### config.mk
export PLATFORM = sky130hd
export DESIGN_NAME = sorted_job_priority_queue_core_flat
export DESIGN_NICKNAME = d
export VERILOG_FILES = /design/src/rtl/sjpq_pkg.sv /design/src/rtl/sjpq_if.sv /design/src/rtl/sjpq_cell.sv /design/src/rtl/sorted_job_priority_queue_core.sv /design/src/flat_wrapper.sv
export SDC_FILE = /design/constraint.sdc
export NUM_CORES = 2
export LEC_CHECK = 0
export ABC_AREA = 1
export BUFFER_PORTS_ARGS = -buffer_cell sky130_fd_sc_hd__buf_2
export CORE_MARGIN = 2
export CORE_UTILIZATION = 30
export DETAILED_ROUTE_END_ITERATION = 16
export GPL_ROUTABILITY_DRIVEN = 0
export HOLD_SLACK_MARGIN = 0.15
export SYNTH_ARGS = -nofsm -noshare
export SYNTH_HDL_FRONTEND = slang
export SYNTH_SLANG_ARGS = --single-unit
### constraint.sdc
create_clock -name clk_i -period 10.3 [get_ports clk_i]
set_input_delay 1.03 -clock clk_i [delete_from_list [all_inputs] [get_ports clk_i]]
set_output_delay 1.03 -clock clk_i [all_outputs]
set_load 0.01 [all_outputs]
### src/rtl/sjpq_pkg.sv
// ----------------------------------------------------------------------------
// sjpq_pkg
// Shared constants and types for the sorted job priority queue.
// ----------------------------------------------------------------------------
package sjpq_pkg;

  localparam int unsigned DEPTH    = 16;
  localparam int unsigned KEY_BITS = 16;
  localparam int unsigned CNT_W    = $clog2(DEPTH + 1);

  localparam logic       REQ_INSERT = 1'b0;
  localparam logic       REQ_POP    = 1'b1;

  localparam logic [1:0] STATUS_OK    = 2'd0;
  localparam logic [1:0] STATUS_EMPTY = 2'd1;
  localparam logic [1:0] STATUS_FULL  = 2'd2;

  typedef struct packed {
    logic [KEY_BITS-1:0] size;
    logic [15:0]         pid;
  } slot_t;

  typedef struct packed {
    logic insert;
    logic pop;
  } cell_ctrl_t;

endpackage

### src/rtl/sjpq_if.sv
// ----------------------------------------------------------------------------
// sjpq_req_if / sjpq_rsp_if
// Valid/ready channels for requests and results of the job queue.
// ----------------------------------------------------------------------------
interface sjpq_req_if;
  logic        valid;
  logic        ready;
  logic        req_type;
  logic [15:0] job_len;
  logic [15:0] proc_tag;

  modport source (output valid, req_type, job_len, proc_tag, input ready);
  modport sink   (input valid, req_type, job_len, proc_tag, output ready);
endinterface

interface sjpq_rsp_if;
  logic        valid;
  logic        ready;
  logic [15:0] out_job_size;
  logic [15:0] out_process_id;
  logic [1:0]  status;
  logic [4:0]  entry_count;

  modport source (output valid, out_job_size, out_process_id, status, entry_count,
                  input ready);
  modport sink   (input valid, out_job_size, out_process_id, status, entry_count,
                  output ready);
endinterface

### src/rtl/sjpq_cell.sv
// ----------------------------------------------------------------------------
// sjpq_cell
// One slot of the sorted chain: keep, take the new job, or shift from a neighbour.
// ----------------------------------------------------------------------------
module sjpq_cell
  import sjpq_pkg::*;
(
  input  logic       clk_i,
  input  cell_ctrl_t ctrl_i,
  input  logic       occ_i,
  input  logic       prev_lt_i,
  input  slot_t      new_i,
  input  slot_t      left_i,
  input  slot_t      right_i,
  output slot_t      slot_o,
  output logic       lt_o
);

  slot_t slot_q, slot_d;

  assign lt_o   = occ_i && (slot_q.size < new_i.size);
  assign slot_o = slot_q;

  always_comb begin
    slot_d = slot_q;
    if (ctrl_i.pop) begin
      slot_d = right_i;
    end else if (ctrl_i.insert && !lt_o) begin
      slot_d = prev_lt_i ? new_i : left_i;
    end
  end

  always_ff @(posedge clk_i) begin
    slot_q <= slot_d;
  end

endmodule

### src/rtl/sorted_job_priority_queue_core.sv
// Result: an accepted request's result is registered and held until taken.
// Throughput: one request per cycle while no result waits untaken; every
// cell compares and shifts in the cycle of acceptance, so the rate is set by
// the chain update. Reset: entry count and result valid clear at once; slots
// hold no reset value and are read only below the entry count.
// ----------------------------------------------------------------------------
// sorted_job_priority_queue_core
// Shortest-job-first queue built as a chain of sorting cells.
// ----------------------------------------------------------------------------
module sorted_job_priority_queue_core
  import sjpq_pkg::*;
(
  input  logic              clk_i,
  input  logic              rst_ni,
  sjpq_req_if.sink          req,
  sjpq_rsp_if.source        rsp
);

  logic [CNT_W-1:0] count_q, count_d;
  logic             rsp_valid_q;
  logic [15:0]      rsp_size_q;
  logic [15:0]      rsp_pid_q;
  logic [1:0]       rsp_status_q;
  logic [CNT_W-1:0] rsp_count_q;

  logic       accept, full, empty, do_ins, do_pop;
  cell_ctrl_t ctrl;
  slot_t      new_slot;
  slot_t      slots [DEPTH];
  logic       lt    [DEPTH];

  assign req.ready = !rsp_valid_q || rsp.ready;
  assign accept    = req.valid && req.ready;
  assign full      = (count_q == CNT_W'(DEPTH));
  assign empty     = (count_q == '0);
  assign do_ins    = accept && (req.req_type == REQ_INSERT) && !full;
  assign do_pop    = accept && (req.req_type == REQ_POP) && !empty;

  assign ctrl.insert   = do_ins;
  assign ctrl.pop      = do_pop;
  assign new_slot.size = KEY_BITS'(req.job_len);
  assign new_slot.pid  = req.proc_tag;

  for (genvar i = 0; i < DEPTH; i++) begin : g_cell
    sjpq_cell u_cell (
      .clk_i     (clk_i),
      .ctrl_i    (ctrl),
      .occ_i     (count_q > CNT_W'(i)),
      .prev_lt_i ((i == 0) ? 1'b1 : lt[(i == 0) ? 0 : i - 1]),
      .new_i     (new_slot),
      .left_i    (slots[(i == 0) ? 0 : i - 1]),
      .right_i   (slots[(i == DEPTH - 1) ? i : i + 1]),
      .slot_o    (slots[i]),
      .lt_o      (lt[i])
    );
  end

  always_comb begin
    count_d = count_q;
    if (do_ins) begin
      count_d = count_q + CNT_W'(1);
    end else if (do_pop) begin
      count_d = count_q - CNT_W'(1);
    end
  end

  always_ff @(posedge clk_i or negedge rst_ni) begin
    if (!rst_ni) begin
      count_q     <= '0;
      rsp_valid_q <= 1'b0;
    end else begin
      count_q <= count_d;
      if (accept) begin
        rsp_valid_q <= 1'b1;
      end else if (rsp.ready) begin
        rsp_valid_q <= 1'b0;
      end
    end
  end

  always_ff @(posedge clk_i) begin
    if (accept) begin
      rsp_size_q  <= do_pop ? 16'(slots[0].size) : 16'd0;
      rsp_pid_q   <= do_pop ? slots[0].pid : 16'd0;
      rsp_count_q <= count_d;
      if (req.req_type == REQ_POP) begin
        rsp_status_q <= empty ? STATUS_EMPTY : STATUS_OK;
      end else begin
        rsp_status_q <= full ? STATUS_FULL : STATUS_OK;
      end
    end
  end

  assign rsp.valid          = rsp_valid_q;
  assign rsp.out_job_size   = rsp_size_q;
  assign rsp.out_process_id = rsp_pid_q;
  assign rsp.status         = rsp_status_q;
  assign rsp.entry_count    = 5'(rsp_count_q);

`ifndef NO_ASSERTIONS
  a_count_range: assert property (@(posedge clk_i) disable iff (!rst_ni)
    count_q <= CNT_W'(DEPTH))
    else $error("entry count exceeds depth");

  a_count_hold: assert property (@(posedge clk_i) disable iff (!rst_ni)
    !accept |=> $stable(count_q))
    else $error("entry count moved without a transaction");

  a_pop_empty: assert property (@(posedge clk_i) disable iff (!rst_ni)
    (accept && req.req_type == REQ_POP && empty) |=>
      (rsp_status_q == STATUS_EMPTY && rsp_count_q == '0))
    else $error("pop on empty queue not reported");

  a_ins_full: assert property (@(posedge clk_i) disable iff (!rst_ni)
    (accept && req.req_type == REQ_INSERT && full) |=>
      (rsp_status_q == STATUS_FULL && count_q == CNT_W'(DEPTH)))
    else $error("insert into full queue not dropped");
`endif

endmodule

### src/flat_wrapper.sv
// flat-port wrapper written by rule: the top's interface ports become plain ports
module sorted_job_priority_queue_core_flat import sjpq_pkg::*;
  (clk_i, rst_ni, req_valid, req_req_type, req_job_len, req_proc_tag, req_ready, rsp_valid, rsp_out_job_size, rsp_out_process_id, rsp_status, rsp_entry_count, rsp_ready);
  sjpq_req_if req_i ();
  sjpq_rsp_if rsp_i ();
  input  logic clk_i;
  input  logic rst_ni;
  input wire logic [$bits(req_i.valid)-1:0] req_valid;
  input wire logic [$bits(req_i.req_type)-1:0] req_req_type;
  input wire logic [$bits(req_i.job_len)-1:0] req_job_len;
  input wire logic [$bits(req_i.proc_tag)-1:0] req_proc_tag;
  output wire logic [$bits(req_i.ready)-1:0] req_ready;
  output wire logic [$bits(rsp_i.valid)-1:0] rsp_valid;
  output wire logic [$bits(rsp_i.out_job_size)-1:0] rsp_out_job_size;
  output wire logic [$bits(rsp_i.out_process_id)-1:0] rsp_out_process_id;
  output wire logic [$bits(rsp_i.status)-1:0] rsp_status;
  output wire logic [$bits(rsp_i.entry_count)-1:0] rsp_entry_count;
  input wire logic [$bits(rsp_i.ready)-1:0] rsp_ready;
  assign req_i.valid = req_valid;
  assign req_i.req_type = req_req_type;
  assign req_i.job_len = req_job_len;
  assign req_i.proc_tag = req_proc_tag;
  assign req_ready = req_i.ready;
  assign rsp_valid = rsp_i.valid;
  assign rsp_out_job_size = rsp_i.out_job_size;
  assign rsp_out_process_id = rsp_i.out_process_id;
  assign rsp_status = rsp_i.status;
  assign rsp_entry_count = rsp_i.entry_count;
  assign rsp_i.ready = rsp_ready;
  sorted_job_priority_queue_core u_core (.clk_i(clk_i), .rst_ni(rst_ni), .req(req_i), .rsp(rsp_i));
endmodule
# Word-level counts from Yosys, hierarchy flattened
# Index checks and enable logic that the tools add are counted.
# totals
reg_bits	557
# op_classes
n_addsub	2
n_lt_le_gt_ge	32
eq_ne	1
muxes	52
bitwise_logic	2
n_reduce_logical	75
# op_table
op	count
32-bit 2-to-1 mux	45
16-bit less-than comparator	16
5-bit by 4-bit greater-than comparator with 1-bit output (second input constant)	8
1-bit logical AND	37
2-bit nonzero test	16
5-bit by 3-bit greater-than comparator with 1-bit output (second input constant)	4
1-bit logical NOT	19
5-bit by 1-bit greater-than comparator with 1-bit output (second input constant)	2
5-bit by 2-bit greater-than comparator with 1-bit output (second input constant)	2
5-bit 2-to-1 mux	2
5-bit by 1-bit adder with 5-bit output (second input constant)	1
5-bit equality test (second input constant)	1
5-bit logical NOT	1
5-bit by 1-bit subtractor with 5-bit output (second input constant)	1
2-bit 2-to-1 mux	2
1-bit 2-to-1 mux	3
1-bit inverter	2
2-bit AND reduction	1
1-bit logical OR	1

# Longest topological paths before layout
# depth
word_depth	8
mapped_depth	15
mapped_depth_nobuf	13

# Hierarchy
# From an unflattened synthesis, not the netlist that was laid out.
# hier_totals
cells_unflattened	4137
hier_area_um2	34581.9
# modules_own_cells
module	n_inst	cells_per_inst	area_per_inst_um2	seq_area_each_um2
sjpq_cell at u_core.g_cell[0].u_cell ...	15	245	2024.4	960.9
sorted_job_priority_queue_core	1	219	2194.6	1321.3
sjpq_cell at u_core.g_cell[9].u_cell	1	243	2020.7	960.9

# Worst setup path after synthesis
# No wires, ideal clock.
# synth_path
path_type	in2reg
start	in req_job_len[15]
end	reg u_core.g_cell[15].u_cell.slot_q (netlist bit u_core.g_cell[15].u_cell.slot_o[0]) (enable)
arrival_time_ps	4037
required_ps	9868
slack_ps	5831
path_stages	9
n_path_buf	1
path_cell_list	inv_1 clkbuf_1 ha_1 nand2_1 inv_1 nand3_1 a31oi_1 nor3_1 a21oi_1
# synth_via
elab_chain_cells	5
# synth_lines
item	line	text
from (decl)	flat_wrapper.sv:10	input wire logic [$bits(req_i.job_len)-1:0] req_job_len;
16-bit less-than comparator	sjpq_cell.sv:21	assign lt_o = occ_i && (slot_q.size < new_i.size);
1-bit logical AND	sjpq_cell.sv:21	
1-bit logical NOT	sjpq_cell.sv:28	end else if (ctrl_i.insert && !lt_o) begin
1-bit logical AND	sjpq_cell.sv:28	
2-bit AND reduction (no line)	-	
to (signal assigned)	sjpq_cell.sv:34	slot_q <= slot_d;
to (decl)	sjpq_cell.sv:19	slot_t slot_q, slot_d;
# Every way passes these cells.
# A chain may end at the register's enable or synchronous reset.

# Worst setup path after layout
# layout_path
start	in req_job_len[9]
end	reg u_core.g_cell[14].u_cell.slot_q (netlist bit u_core.g_cell[14].u_cell.slot_o[0]) (enable)
# layout_via
elab_chain_cells	5
# layout_lines
item	line
16-bit less-than comparator	sjpq_cell.sv:21
1-bit logical AND	sjpq_cell.sv:21
1-bit logical NOT	sjpq_cell.sv:28
1-bit logical AND	sjpq_cell.sv:28
2-bit nonzero test (no line)	-
to (signal assigned)	sjpq_cell.sv:34
to (decl)	sjpq_cell.sv:19
# Every way passes these cells.

==> results.yml <==
clock_network:
  post_cts.repair.setup_buffers: 0
  cts.sinks: 557
  clk_path_buf_depth: 3
  insertion_delay_ns: 0.69
  cts_tree: "yes"
  cts-root-buf: "clkbuf_16"
  cts_made_buffers: 61
  htree_levels: 2
  clk_pin_slew_ns: 0.06
global_routing:
  antenna_found_initial: 3
  grt_pass1_vias: 29900
  grt_first_pass_wirelength_um: 178000
  grt_usage: 0.183
  grt_overflow_total: 0
  grt_start_max_net_pins: 175
timing:
  maxSlewHeadroom: 0.245
  setup_viol: 0
  fmax_ghz: 0.222
  final_max_slew_viol_count: 0
  hold_violations: 0
  fin_setup_tns_ns: 0
  rsz0062_at_grt: "no"
  setup_slack_ns: 5.79
  period_share: 0.438
  layout_min_cycle_time_ns: 4.51
  worstMarginPinSlew_ns: 1.13
  fin_skew_ns: 0.0379
worst_setup_path:
  critical_path_class: "in2reg"
  r2r_slack_ns: 6.00
  endpoint_kind: "register"
  startpoint_type: "primary input"
  cp_data_required_time_ns: 10.65
  crit_fanout: 30
  arrival_ns: 4.86
drt:
  drtIter0Drc: 3505
  drcViolationCount: 0
  wire_per_inst_um: 18.4
  dr_total_vias: 31800
  vias_per_cell: 5.04
  ant_nets: 0
  finalWirelength_um: 116000
  drt_pass1_iterations: 6
synth:
  ys_seq_area_frac: 0.461
  syn-instance-count: 4711
  synth.top_cell.area_share: 0.457
  synth_area_per_cell_um2: 7.69
  ys_warn_count: 0
  netlist_top_cells_count: "1770 x nand2_1, 966 x nand3_1, 571 x inv_1"
  yosys-top-cells-area: "edfxtp_1 46%, nand2_1 18%, nand3_1 13%, ha_1 8.5%, inv_1 5.9%"
  syn_area_mm2: 0.0362
  async_flop_share: 0.0108
  yosys.cell_types.count: 30
  synth_flop_cell: "edfxtp_1"
  ys_ff_latch: 557
  synth-edff-count: 551
  yosysMostFrequentCell: "nand2_1"
  synth_fp_nets: 4993
  yosysTopAreaCell: "edfxtp_1"
floorplanning:
  core-area_mm2: 0.120
  start_util: 0.303
  die_h_um: 352
  die-width_um: 352
  ioPinCount: 78
  dieArea_mm2: 0.124
  num_rows: 127
power:
  total_leakage_power_nw: 19.3
  vdd_drop_max_mv: 0.160
  p_per_area_mw_per_mm2: 229
  finalPower_mw: 9.14
flow_run:
  drv_cap: 0
min_path:
  min_path_type: "reg2reg"
run_status:
  status: "completed"
final_layout:
  multi_input_comb_area_mm2: 0.0161
  fillCellCount: 12800
  final_cells: 6321
  drive_gt1_frac: 0.0590
  finish.utilization: 0.333
  regArea_mm2: 0.0167
  nets: 4937
  syn_to_final_growth_pct: 10.2
placed_design:
  place_worst_setup_slack_ns: 5.12
  dpl.cell_count: 6203
  place_hpwl_um: 75600
  portBuffers: 77
[power breakdown]
part	total, mW	switching (mW)	internal, mW	leakage [nW]
clock	2.17	1.00	1.17	0.937
sequential	3.60	0.342	3.25	5.25
combinational	3.38	2.33	1.05	13.1
[worst paths after layout]
path | depth (start not counted) | start | endpoint
max in group asynchronous | 2 | rst_ni | u_core.count_q[0]
min in group asynchronous | 2 | rst_ni | u_core.count_q[3]
hold reg to reg | 2 | u_core.g_cell[15].u_cell.slot_o[3] | u_core.g_cell[14].u_cell.slot_o[3]
hold / removal | 2 | u_core.g_cell[15].u_cell.slot_o[3] | u_core.g_cell[14].u_cell.slot_o[3]
setup / recovery | 14 | req_job_len[9] | u_core.g_cell[14].u_cell.slot_o[0]
setup reg to reg | 11 | u_core.count_q[0] | u_core.g_cell[2].u_cell.slot_o[5]
[state kept, by name, summed over array words and instances, names as in the netlist]
register and cells:
u_core.count_q 5, u_core.rsp.valid 1, u_core.rsp.entry_count 5, u_core.rsp.out_process_id 16, u_core.rsp.out_job_size 16, u_core.rsp.status 2, u_core.g_cell.u_cell.slot_o 512
[cell usage in the layout, fill, tap and decap left out, types with 3 or more instances in the layout]
cell       synthesis  routed
nand2_1         1770    1769
nand3_1          966     966
inv_1            571     570
edfxtp_1         551     551
ha_1             245     245
nor2_1           101     101
a21oi_1           90      89
buf_4              9      85
buf_2            156      77
clkbuf_16          0      61
o21ai_0           53      53
clkinv_2           0      20
clkbuf_1         106      15
nor2_2            14      14
clkinv_1           0      12
nor3_1            11      11
o21a_1            10      10
nand4_1            9       9
inv_2              6       6
a21o_1             6       6
dfrtp_1            6       6
xor2_1             3       3
o21ai_1            3       3
nor4_1             3       3
bufinv_16          0       3
[metal layers]
layer / up-vias / track usage / wire, µm
li1: 15200 / - / -
met1: 15200 / 0.256 / 51600
met2: 1258 / 0.292 / 52500
met3: 170 / 0.0280 / 9130
met4: 0 / 0.0500 / 2820
met5: - / 0 / 0
[final cells by class]
| type | count | area share |
|---|---|---|
| Timing Repair Buffer | 164 | 0.0264 |
| Tap cell | 1612 | 0.0505 |
| Sequential cell | 557 | 0.418 |
| Clock inverter | 40 | 0.00792 |
| Inverter | 577 | 0.0544 |
| Clock buffer | 76 | 0.0396 |
| Multi-Input combinational cell | 3294 | 0.403 |
| Antenna cell | 1 | 0.0000626 |
[repair_timing]
| action | 4_1_cts | 5_1_grt |
|---|---|---|
| setup endpoints to repair | 0 | 0 |
| endpoints found under the hold margin | 2 | 0 |
| gates resized for setup | 0 | 0 |
| hold buffers | 1 | 0 |
[kinds of logic after synthesis]
kind of cell,share of synthesized area
AOI/OAI and AO/OA,0.0247
xor gates and xnor gates,0.000725
adders and majority gates,0.0846
buffers and inverters,0.0954
DFF,0.461
and+or+nand+nor,0.334
[stage by stage]
stage	hold slack, ns	cell area (µm²)
after floorplan	0.495	36200
after global placement	0.500	38000
after detailed placement	0.509	38000
after CTS	0.523	40000
after global routing	0.549	40000
final	0.527	40000
[worst max-delay path, cell delays in order]
cell,delay (ns)
buf_2,0.12
inv_1,0.05
buf_4,0.44
ha_1,0.34
a21o_1,0.16
nand3_1,0.07
a21oi_1,0.11
nor3_4,0.34
buf_4,0.50
nand2_1,0.51
buf_4,0.40
nand2_1,0.09
nand2_1,0.21
buf_4,0.37
No activity file was read; power rests on OpenSTA's default activity.
